## config.mk

```make
export PLATFORM = sky130hd
export DESIGN_NAME = edr_ctrl
export DESIGN_NICKNAME = d
export VERILOG_FILES = /design/src/design/edr_pkg.sv /design/src/design/edr_ctrl.sv
export SDC_FILE = /design/constraint.sdc
export NUM_CORES = 1
export LEC_CHECK = 0
export BUFFER_PORTS_ARGS = -buffer_cell sky130_fd_sc_hd__buf_2
export CAP_MARGIN = 20
export CORE_AREA = 2 2 39 41
export DETAILED_ROUTE_END_ITERATION = 10
export DIE_AREA = 0 0 41 43
export GPL_ROUTABILITY_DRIVEN = 0
export GPL_TIMING_DRIVEN = 1
export PLACE_DENSITY = 0.49
export SYNTH_ARGS = -nofsm -noshare
export SYNTH_HDL_FRONTEND = slang
export SYNTH_SLANG_ARGS = --single-unit
export TNS_END_PERCENT = 10
```

## constraint.sdc

```tcl
create_clock -name clk -period 1 [get_ports clk]
set_input_delay 0.05 -clock clk [delete_from_list [all_inputs] [get_ports clk]]
set_output_delay 0.05 -clock clk [all_outputs]
set_load 0.02 [all_outputs]
```

## src/design/edr_pkg.sv

```systemverilog
// package for the encoder dead reckoning block: types, constants, tables
`timescale 1ns / 1ps
`default_nettype none
package edr_pkg;
	localparam int POS_W = 40;
	localparam int DPP_W = 24;
	localparam int CFG_IDX_W = 2;
	localparam int CFG_DATA_W = 32;
	localparam int HEAD_W = 16;
	localparam int TRIG_W = 34;
	localparam int DIST_W = 33;
	localparam int ATAN_N = 25;

	localparam logic [CFG_IDX_W-1:0] REG_DPP = 2'd0;
	localparam logic [CFG_IDX_W-1:0] REG_START_X = 2'd1;
	localparam logic [CFG_IDX_W-1:0] REG_START_Y = 2'd2;

	localparam logic signed [TRIG_W-1:0] CORDIC_K = 34'sd652032874;
	localparam logic signed [POS_W-1:0] POS_MAX = 40'sh7F_FFFF_FFFF;
	localparam logic signed [POS_W-1:0] POS_MIN = 40'sh80_0000_0000;

	// binary angle = heading * 119304 + floor((heading * 728 + 562) / 1125)
	localparam logic [16:0] HEAD_BASE = 17'd119304;
	localparam logic [9:0] HEAD_MUL = 10'd728;
	localparam logic [9:0] HEAD_BIAS = 10'd562;
	localparam logic [26:0] HEAD_RECIP = 27'd122167959;
	localparam int HEAD_RSH = 37;

	typedef enum logic [2:0] {
		ST_IDLE,
		ST_ANGLE,
		ST_CORDIC,
		ST_MUL,
		ST_ACC,
		ST_OUT
	} state_t;

	typedef struct packed {
		logic start;
		logic angle;
		logic cordic;
		logic mul;
		logic acc;
	} dp_cmd_t;

	typedef struct packed {
		logic angle_done;
		logic cordic_done;
		logic mul_done;
	} dp_sts_t;

	function automatic logic signed [TRIG_W-1:0] atan_val(input logic [4:0] i);
		logic signed [TRIG_W-1:0] r;
		begin
			unique case (i)
				5'd0: r = 34'sd536870912;
				5'd1: r = 34'sd316933406;
				5'd2: r = 34'sd167458907;
				5'd3: r = 34'sd85004756;
				5'd4: r = 34'sd42667331;
				5'd5: r = 34'sd21354465;
				5'd6: r = 34'sd10679838;
				5'd7: r = 34'sd5340245;
				5'd8: r = 34'sd2670163;
				5'd9: r = 34'sd1335087;
				5'd10: r = 34'sd667544;
				5'd11: r = 34'sd333772;
				5'd12: r = 34'sd166886;
				5'd13: r = 34'sd83443;
				5'd14: r = 34'sd41722;
				5'd15: r = 34'sd20861;
				5'd16: r = 34'sd10430;
				5'd17: r = 34'sd5215;
				5'd18: r = 34'sd2608;
				5'd19: r = 34'sd1304;
				5'd20: r = 34'sd652;
				5'd21: r = 34'sd326;
				5'd22: r = 34'sd163;
				5'd23: r = 34'sd81;
				5'd24: r = 34'sd41;
				default: r = '0;
			endcase
			return r;
		end
	endfunction
endpackage
`default_nettype wire

```

## src/design/edr_ctrl.sv

```systemverilog
// controller state machine sequencing one item through the datapath
`timescale 1ns / 1ps
`default_nettype none
module edr_ctrl
	import edr_pkg::*;
(
	input wire logic clk,
	input wire logic arst_n,
	input wire logic in_valid,
	input wire logic in_update,
	output logic in_ready,
	output logic out_valid,
	input wire logic out_ready,
	input wire dp_sts_t sts,
	output dp_cmd_t cmd
);
	state_t state_q, state_nx;

	always_ff @(posedge clk or negedge arst_n) begin
		if (!arst_n) state_q <= ST_IDLE;
		else state_q <= state_nx;
	end

	always_comb begin
		state_nx = state_q;
		unique case (state_q)
			ST_IDLE: if (in_valid) state_nx = in_update ? ST_ANGLE : ST_OUT;
			ST_ANGLE: if (sts.angle_done) state_nx = ST_CORDIC;
			ST_CORDIC: if (sts.cordic_done) state_nx = ST_MUL;
			ST_MUL: if (sts.mul_done) state_nx = ST_ACC;
			ST_ACC: state_nx = ST_OUT;
			ST_OUT: if (out_ready) state_nx = ST_IDLE;
			default: state_nx = ST_IDLE;
		endcase
	end

	always_comb begin
		cmd = '0;
		in_ready = 1'b0;
		out_valid = 1'b0;
		unique case (state_q)
			ST_IDLE: begin
				in_ready = 1'b1;
				cmd.start = in_valid;
			end
			ST_ANGLE: cmd.angle = 1'b1;
			ST_CORDIC: cmd.cordic = 1'b1;
			ST_MUL: cmd.mul = 1'b1;
			ST_ACC: cmd.acc = 1'b1;
			ST_OUT: out_valid = 1'b1;
			default: ;
		endcase
	end
endmodule
`default_nettype wire

```

======== Word level (Yosys, flattened, before mapping) ========
Index checks and enable logic that the tools add are counted.
word-level totals
  register bits ........................... 3
  input bits .............................. 8
  output and inout port bits .............. 7
  logic and storage cells ................. 27
operators by class
  equal/unequal tests ..................... 10
  multiplexer cells ....................... 14
  reduce and logical (&&, ||, !) cells .... 2
operators with widths
  kind                  number
  $mux W3               6
  $pmux W3 S6           1
  $ne A2 B2 Y1 const B  5
  $mux W1               7
  $eq A3 B2 Y1 const B  2
  $eq A3 B3 Y1 const B  2
  $reduce_and A5 Y1     1
  $eq A3 B1 Y1 const B  1
  $logic_not A3 Y1      1

======== Logic depth before layout (Yosys ltp) ========
Gate-level depths: netlist of the first run.
  word-level depth ........................ 3
  mapped depth ............................ 4
  gate-level depth less buffers ........... 3

======== Worst setup path before layout of the first run ========
No wires, ideal clock.
  kind .................................... reg2out
  from .................................... register state_q[0]
  to ...................................... output port cmd[4] (netlist name)
  data arrival time ....................... 1.389 ns
  data required time ...................... 0.950 ns
  path slack .............................. -0.439 ns
  stages on the path, launching flop included .. 4
  buffers on the path ..................... 1
  cells stage by stage .................... dfrtp_1 -> buf_4 -> nor3_1 -> and2_1
RTL lines
  element                   line            source
  start: declaration        edr_ctrl.sv:17  state_t state_q, state_nx;
  start signal: assignment  edr_ctrl.sv:21  else state_q <= state_nx;
  end: declaration          edr_ctrl.sv:15  output dp_cmd_t cmd

==> results.json, run 1 <==
{
  "seqCellArea_um2": 76.3,
  "worstSetupPathType": "reg2out",
  "routedWlPerCell_um": 9.68,
  "wl_um": 707,
  "clkPwrFrac_pct": 13.5,
  "fin_nets": 66,
  "tightestPinTransition_ns": 0.189,
  "root_buffer": "clkbuf_4",
  "io_pins": 15,
  "layout_common_cells": "buf_2 (10), buf_4 (9), buf_6 (5)",
  "cts.sinks": 3,
  "synthMuxAreaShare_pct": 0,
  "area_growth_pct": 96.0,
  "cp-start-kind": "flip-flop",
  "power_frac_comb_pct": 71.3,
  "grt_pass1_wl_mm": 1.22,
  "cts_tree": "yes",
  "rrSetupSlack_ns": -0.17,
  "leakagePower_nw": 0.242,
  "period_share_pct": 124,
  "fmax_mhz": 809,
  "hold_path.class": "in2reg",
  "grt_pass1_vias": 332,
  "max_slew_margin_pct": 87.4,
  "start_util_pct": 18.1,
  "initialDrtViolationCount": 2,
  "drv_cap": 0,
  "drive_above_1_share_pct": 66.7,
  "p_int_mw": 0.936,
  "synth_xor_area_share_pct": 0,
  "hold_violations": 0,
  "peakVddDrop_v": 0.000891,
  "ys_seq_area_share_pct": 30.0,
  "ant_nets": 0,
  "die_x_um": 41,
  "synth_simple_gate_area_share_pct": 37.5,
  "seqPwrFrac_pct": 15.3,
  "synth-adder-area-share_pct": 0,
  "crit_path_end_kind": "output port",
  "ys_seq_elements": 3,
  "avgSynthCellArea_um2": 8.07,
  "yosys_warnings": 0,
  "top_regs": "state_q: 3 flops",
  "slew_viol_final": 0,
  "clockBufferDepth": 2,
  "largest-register": "state_q",
  "grt_max_degree": 7,
  "grt_setup_unrepaired": "true",
  "die_area_mm2": 0.00176,
  "crit_path_max_fanout": 6,
  "status": "complete, but fails checks",
  "diodes": 0,
  "vias": 320,
  "multi_input_area_um2": 180,
  "fill_cells": 153,
  "syn_area_um2": 250,
  "worstPathArrival_ns": 1.19,
  "route.detailed.drc": 0,
  "dr.pass1.iters": 4,
  "p_per_area_mw_per_mm2": 3230,
  "antenna_found_initial": 0,
  "clk_pin_slew_ns": 0.04,
  "overflow": 0,
  "port_buffers": 14,
  "cp_data_required_time_ns": 0.95,
  "synth_compound_area_share_pct": 21.5,
  "power_mw": 1.58,
  "finalInstanceArea_um2": 490,
  "fin_ws_ns": -0.236,
  "synth_top_family_by_area": "simple AND/OR/NAND/NOR gates",
  "grt_util_all_layers_pct": 10.6,
  "swShare_pct": 40.8,
  "numCtsBuffers": 3,
  "syn_inst": 31,
  "setup_viol": 10,
  "p_sw_mw": 0.646,
  "largest_reg_flops": 3,
  "core_area_mm2": 0.00138,
  "h-tree-depth": 1,
  "die_height_um": 43,
  "insertion_delay_ns": 0.23,
  "hpwlAfterDp_um": 530,
  "synth_cell_types": 22,
  "placed_cell_area_um2": 394,
  "synth_fp_nets": 39,
  "final_common_cell": "buf_2",
  "clock_skew_ns": 0.00270,
  "fin_crit_ns": 1.24,
  "violations": "setup timing",
  "routed_via_density": 4.38,
  "rows": 14
}
-- cell type report --
cell class                 instances  share of cell area (%)
timing repair buffer              25                    37.5
inverter                           1                   0.765
clock buffer                       4                    5.36
tap                               16                    4.08
sequential                         3                    15.6
multi-input combinational         24                    36.7
-- metrics by stage --
stage,util [%],worst slack (ns),instances,hold WS [ns],setup TNS [ns]
after floorplan,-,-0.114,31,-0.246,-0.334
after detailed placement,28.5,-0.0734,66,-0.151,-0.288
final,35.4,-0.236,73,0.0461,-1.59
after global routing,35.4,-0.296,73,0.0405,-2.21
after global placement,28.5,-0.0855,66,-0.153,-0.267
after CTS,34.6,-0.240,73,0.0502,-1.67
-- worst max-delay path, stage by stage (launching register included) --
cell and delay, ns:
dfrtp_1 0.38, buf_6 0.14, nor3_4 0.17, and2_4 0.16
buf_6 0.10
-- power groups by stage --
| stage | sequential, mW | clock, mW | combinational, mW |
|---|---|---|---|
| after floorplan | 0.201 | 0 | 0.649 |
| after global placement | 0.243 | 0 | 0.917 |
| after detailed placement | 0.244 | 0 | 0.914 |
| after CTS | 0.236 | 0.219 | 1.10 |
| after global routing | 0.249 | 0.243 | 1.24 |
| final | 0.241 | 0.213 | 1.13 |
-- cell families after synthesis --
kind of cell           count (synthesis)
buffers and inverters                  4
AND/OR/NAND/NOR                       17
AO/OA/AOI/OAI                          7
flip-flops                             3
-- repair_timing --
action | CTS | global route
setup buffers | 2 | 0
pin swaps | 2 | 0
resized for setup | 10 | 5
hold endpoints to repair | 3 | 0
setup endpoints to repair | 9 | 10
hold buffers | 1 | 0
-- final timing paths --
| check | from | endpoint | cells after the start |
|---|---|---|---|
| hold / removal | out_ready | state_q[2]$_DFFE_PN0P_ | 2 |
| min in group asynchronous | arst_n | state_q[1]$_DFFE_PN0P_ | 2 |
| setup / recovery | state_q[0]$_DFFE_PN0P_ | cmd[4] | 4 |
| hold reg to reg | state_q[2]$_DFFE_PN0P_ | state_q[1]$_DFFE_PN0P_ | 2 |
| max in group asynchronous | arst_n | state_q[2]$_DFFE_PN0P_ | 2 |
| setup reg to reg | state_q[0]$_DFFE_PN0P_ | state_q[0]$_DFFE_PN0P_ | 4 |
-- synthesized netlist by cell type, drive strengths merged --
cell type	instances	area (um^2)
nand3b	1	7.51
nand2b	1	6.26
a21oi	2	13.8
nor2b	1	6.26
buf	3	23.8
nand2	3	11.3
a221o	1	10.0
a22o	1	8.76
o21ai	1	5.00
inv	1	3.75
a21o	1	8.76
nor3b	2	15.0
and3b	1	10.0
nor3	2	10.0
and2	1	6.26
dfrtp	3	75.1
nor2	5	21.3
o211ai	1	7.51
-- routing by layer --
layer	wire (um)	track usage, %	vias to the layer above
met5	0	0	-
met2	399	15.9	7
li1	-	-	158
met3	35	2.09	0
met1	272	11.3	155
met4	0	10.0	0
Power figures use the tool's default switching activity.
==> inputs of run 2 (changes only) <==
--- a/config.mk
+++ b/config.mk
@@ -8,6 +8,7 @@
 export BUFFER_PORTS_ARGS = -buffer_cell sky130_fd_sc_hd__buf_2
 export CAP_MARGIN = 20
 export CORE_AREA = 2 2 39 41
+export CTS_BUF_LIST = sky130_fd_sc_hd__clkbuf_16
 export DETAILED_ROUTE_END_ITERATION = 10
 export DIE_AREA = 0 0 41 43
 export GPL_ROUTABILITY_DRIVEN = 0
==> run 2 against run 1 <==
The run still ends with setup timing left. Final cell count stayed put. Critical path depth stayed put. First-iteration DRC count is 50% lower. Maximum frequency is 0.88% higher. Sequential power hardly changed. Clock skew is 0.00092 ns lower. Global-route usage is 1.1 points higher. Count of clock-buffer cells in the layout is 1 lower. Largest cell class unchanged.
==> results.json, run 2 (synthesis results as in run 1) <==
{
  "area_growth_pct": 120,
  "p_per_area_mw_per_mm2": 3710,
  "layout_common_cells": "buf_4 (10), buf_2 (9), buf_6 (5)",
  "leakagePower_nw": 0.271,
  "numCtsBuffers": 3,
  "drive_above_1_share_pct": 68.4,
  "setup_viol": 10,
  "rrSetupSlack_ns": -0.18,
  "grt_pass1_wl_mm": 1.30,
  "dr.pass1.iters": 4,
  "io_pins": 15,
  "diodes": 0,
  "root_buffer": "clkbuf_16",
  "hold_path.class": "in2reg",
  "worstPathArrival_ns": 1.18,
  "grt_setup_unrepaired": "true",
  "cts_tree": "yes",
  "fmax_mhz": 816,
  "insertion_delay_ns": 0.22,
  "h-tree-depth": 1,
  "placed_cell_area_um2": 394,
  "worstSetupPathType": "reg2out",
  "final_util_pct": 39.8,
  "path_cells": "buf_6, nor3_4, and2_4, buf_6",
  "hpwlAfterDp_um": 530,
  "die_x_um": 41,
  "core_area_mm2": 0.00138,
  "die_area_mm2": 0.00176,
  "startpoint": "state_q[0]$_DFFE_PN0P_",
  "status": "complete, but fails checks",
  "r2r_end": "state_q[0]$_DFFE_PN0P_",
  "hold_violations": 0,
  "fin_ws_ns": -0.225,
  "ff2ff_path_depth": 4,
  "crit_path_max_fanout": 6,
  "vias": 329,
  "initialDrtViolationCount": 1,
  "top_regs": "state_q: 3 flops",
  "fin_nets": 66,
  "antenna_found_initial": 0,
  "crit_path_end_kind": "output port",
  "routed_via_density": 4.51,
  "cp_data_required_time_ns": 0.95,
  "critPathSlowestCell": "dfrtp_1",
  "slowest_delay_ns": 0.38,
  "peakVddDrop_v": 0.00110,
  "die_height_um": 43,
  "cts.sinks": 3,
  "fin_crit_ns": 1.23,
  "rows": 14,
  "slew_viol_final": 0,
  "cp-start-kind": "flip-flop",
  "clock_skew_ns": 0.00178,
  "period_share_pct": 123,
  "largest_reg_flops": 3,
  "drv_cap": 0,
  "port_buffers": 14,
  "r2r_start": "state_q[0]$_DFFE_PN0P_",
  "wl_um": 789,
  "grt_util_all_layers_pct": 11.7,
  "grt_pass1_vias": 313,
  "cp-endpoint": "cmd[4]",
  "grt_max_degree": 7,
  "max_slew_margin_pct": 87.4,
  "clockBufferDepth": 2,
  "largest-register": "state_q",
  "routedWlPerCell_um": 10.8,
  "tightestPinTransition_ns": 0.189,
  "overflow": 0,
  "cpMostUsedCell": "buf_6",
  "route.detailed.drc": 0,
  "finalInstanceArea_um2": 551,
  "ant_nets": 0,
  "clk_pin_slew_ns": 0.03,
  "violations": "setup timing",
  "start_util_pct": 18.1,
  "final_common_cell": "buf_4"
}
run 2: cell count changes in the layout (fill, tap and decap cells not counted), sizes merged:
cell / previous run / this run
clkbuf: 4 / 3
inv: 1 / 2
run 2: area by class of cell:
type	count	area, um^2
flip-flops and latches	3	76.3
repair buffers	25	186
multi-input cells	24	185
fillers	147	833
inverters	1	3.75
well taps	16	20.0
clock buffers	3	75.1
clock inverters	1	3.75
run 2: worst max-delay path, delay by kind of cell (launching register included):
kind | cells | cell delay (ns)
and+or+nand+nor | 2 | 0.33
DFF | 1 | 0.38
buffers and inverters | 2 | 0.24
run 2: repair_timing:
action	4_1_cts	5_1_grt
resized for setup	10	7
setup endpoints to repair	9	10
buffers inserted	2	0
pin swaps	2	0
hold buffers	1	0
endpoints found under the hold margin	3	0
run 2: power by group:
| part | leakage (nW) | internal (mW) | switching, mW |
|---|---|---|---|
| clock network | 0.0423 | 0.516 | 0.113 |
| registers | 0.0356 | 0.182 | 0.0626 |
| logic | 0.193 | 0.626 | 0.542 |
| total | 0.271 | 1.32 | 0.718 |
run 2: through the flow:
| stage | total power, mW | std cells | setup TNS, ns | hold WS [ns] | setup slack (ns) |
|---|---|---|---|---|---|
| 6_report | 2.04 | 73 | -1.51 | 0.0565 | -0.225 |
| 3_3_place_gp | 1.16 | 66 | -0.267 | -0.153 | -0.0855 |
| 4_1_cts | 1.97 | 73 | -1.55 | 0.0628 | -0.225 |
| 3_5_place_dp | 1.16 | 66 | -0.288 | -0.151 | -0.0734 |
| 2_1_floorplan | 0.850 | 31 | -0.334 | -0.246 | -0.114 |
| 5_1_grt | 2.18 | 73 | -2.04 | 0.0655 | -0.275 |
run 2: routing by layer:
layer / share of wire (%) / vias up / track usage, %
met5: 0 / - / 0
met4: 2.3 / 0 / 8.00
met3: 5.8 / 2 / 5.24
met2: 55 / 10 / 17.8
met1: 37 / 160 / 12.0
li1: - / 157 / -
run 2: worst min-delay path by stage:
stage / endpoint / start / depth (start not counted)
after global routing: state_q[2]$_DFFE_PN0P_ / out_ready / 2
after global placement: state_q[1]$_DFFE_PN0P_ / arst_n / 1
after CTS: state_q[2]$_DFFE_PN0P_ / out_ready / 2
final: state_q[2]$_DFFE_PN0P_ / out_ready / 2
after detailed placement: state_q[1]$_DFFE_PN0P_ / arst_n / 1
after floorplan: state_q[0]$_DFFE_PN0P_ / arst_n / 0
==> inputs of run 3 (changes only) <==
--- a/config.mk
+++ b/config.mk
@@ -13,7 +13,7 @@
 export DIE_AREA = 0 0 41 43
 export GPL_ROUTABILITY_DRIVEN = 0
 export GPL_TIMING_DRIVEN = 1
-export PLACE_DENSITY = 0.49
+export PLACE_DENSITY = 0.47
 export SYNTH_ARGS = -nofsm -noshare
 export SYNTH_HDL_FRONTEND = slang
 export SYNTH_SLANG_ARGS = --single-unit
==> constraint.sdc (replaced) <==
create_clock -name clk -period 1.3 [get_ports clk]
set_input_delay 0.065 -clock clk [delete_from_list [all_inputs] [get_ports clk]]
set_output_delay 0.065 -clock clk [all_outputs]
set_load 0.02 [all_outputs]
==> run 3 against run 2 <==
The run now ends clean. Critical path type unchanged. Design area down 21%. Total power down 39%. Count of clock-buffer cells in the layout unchanged. Global-route usage down 2.2 points. Utilization down 8.2 points. Combinational power down 56%. Wire length down 18%. Largest power group unchanged. First-iteration DRC count rose to 5.0 times the previous value. Register-to-register slack better by 0.33 ns.
==> results.json, run 3 (synthesis results as in run 1) <==
{
  "status": "complete, no violations",
  "multi_input_area_um2": 153,
  "period_share_pct": 95.7,
  "die_area_mm2": 0.00176,
  "slowest_delay_ns": 0.46,
  "power_frac_comb_pct": 41.0,
  "clock_skew_ns": 0.00170,
  "root_buffer": "clkbuf_16",
  "cp_data_required_time_ns": 1.24,
  "drive_above_1_share_pct": 56.0,
  "diodes": 0,
  "ff2ff_path_depth": 3,
  "seqCellArea_um2": 78.8,
  "largest_reg_flops": 3,
  "port_buffers": 14,
  "vias": 272,
  "instances_no_fill": 66,
  "hold_ws_ns": 0.0935,
  "die_height_um": 43,
  "grt_setup_unrepaired": "true",
  "die_x_um": 41,
  "clk_pin_slew_ns": 0.03,
  "overflow": 0,
  "layout_common_cells": "buf_2 (14), nor2_1 (4)",
  "crit_path_max_fanout": 10,
  "drv_cap": 0,
  "grt_util_all_layers_pct": 9.44,
  "fin_nets": 59,
  "grt_pass1_wl_mm": 1.05,
  "area_growth_pct": 74.5,
  "wl_um": 649,
  "worstPathArrival_ns": 1.18,
  "setup_viol": 0,
  "largest-register": "state_q",
  "h-tree-depth": 1,
  "numCtsBuffers": 3,
  "cts.sinks": 3,
  "p_per_area_mw_per_mm2": 2870,
  "p_int_mw": 0.796,
  "cp.buffers_inverters": 1,
  "clkPwrFrac_pct": 38.3,
  "hpwlAfterDp_um": 458,
  "fin_crit_ns": 1.24,
  "cpLargestDelayFamily": "flip-flops",
  "antenna_found_initial": 0,
  "leakagePower_nw": 0.218,
  "hold_path.class": "in2reg",
  "dr.pass1.iters": 2,
  "grt_pass1_vias": 259,
  "peakVddDrop_v": 0.000969,
  "hp-start": "out_ready",
  "top_regs": "state_q: 3 flops",
  "fmax_mhz": 804,
  "hold_violations": 0,
  "critPathSlowestCell": "dfrtp_2",
  "cts_tree": "yes",
  "initialDrtViolationCount": 5,
  "insertion_delay_ns": 0.22,
  "startpoint": "state_q[0]$_DFFE_PN0P_",
  "tightestPinTransition_ns": 0.182,
  "min_to": "state_q[2]$_DFFE_PN0P_",
  "slew_viol_final": 0,
  "swShare_pct": 36.4,
  "start_util_pct": 18.1,
  "core_area_mm2": 0.00138,
  "max_slew_margin_pct": 87.8,
  "cp-start-kind": "flip-flop",
  "route.detailed.drc": 0,
  "seqPwrFrac_pct": 20.6,
  "rrSetupSlack_ns": 0.15,
  "final_common_cell": "buf_2",
  "whs_path_depth": 2,
  "rows": 14,
  "crit_path_end_kind": "output port",
  "ant_nets": 0,
  "routedWlPerCell_um": 9.83,
  "routed_via_density": 4.12,
  "path_cells": "nor3_2, and2_1, buf_2",
  "place_inst": 59,
  "fill_cells": 150,
  "r2r_start": "state_q[0]$_DFFE_PN0P_",
  "grt_max_degree": 12,
  "r2r_end": "state_q[0]$_DFFE_PN0P_",
  "io_pins": 15,
  "worstSetupPathType": "reg2out",
  "p_sw_mw": 0.457,
  "clockBufferDepth": 2
}
[run 3: cell count changes in the layout (fill, tap and decap cells not counted), moves of 2 or more]
cell,before,now
buf_2,9,14
buf_4,10,3
buf_6,5,0
dfrtp_1,2,0
dfrtp_2,1,3
[run 3: power by group through the flow]
stage	Combinational (mW)	Sequential [mW]	Clock [mW]
final	0.514	0.259	0.480
after global routing	0.570	0.273	0.494
after CTS	0.469	0.258	0.484
after detailed placement	0.465	0.257	0
after global placement	0.466	0.254	0
after floorplan	0.465	0.154	0
[run 3: worst max-delay path by stage]
stage / endpoint / slack (ns) / depth (start not counted)
after global routing: cmd[4] / -0.005 / 3
after floorplan: cmd[4] / 0.06 / 3
after detailed placement: state_q[0]$_DFFE_PN0P_ / 0.11 / 3
final: cmd[4] / 0.06 / 3
after global placement: state_q[0]$_DFFE_PN0P_ / 0.13 / 3
after CTS: cmd[4] / 0.03 / 3
[run 3: repair_timing]
| item | in CTS | in global routing |
|---|---|---|
| resized for setup | 1 | 2 |
| hold endpoints to repair | 3 | 0 |
| setup endpoints to repair | 1 | 3 |
| setup buffers | 0 | 2 |
| hold buffers | 1 | 0 |
| pin swaps | 0 | 0 |
| gates cloned | 0 | 0 |
[run 3: stage by stage]
step	TNS (ns)	total power [mW]	worst slack, ns	utilization, %	cell area, um^2
2_1_floorplan	0	0.619	0.0553	-	255
3_3_place_gp	0	0.720	0.131	23.8	329
3_5_place_dp	0	0.722	0.108	23.8	329
4_1_cts	0	1.21	0.0277	30.3	419
5_1_grt	-0.00453	1.34	-0.00453	31.6	437
6_report	0	1.25	0.0563	31.6	437
[run 3: per-layer routing]
metal	GRT usage [%]	share of wire, %
met5	0	0
met4	10.0	0
met3	3.14	4.8
met2	12.2	51
met1	10.9	44
[run 3: area by class of cell]
type	instances	area share [%]
clock buffers	3	17.2
clock inverters	1	0.860
inverters	1	0.860
multi-input cells	24	35.0
flip-flops and latches	3	18.1
well taps	16	4.58
repair buffers	18	23.5
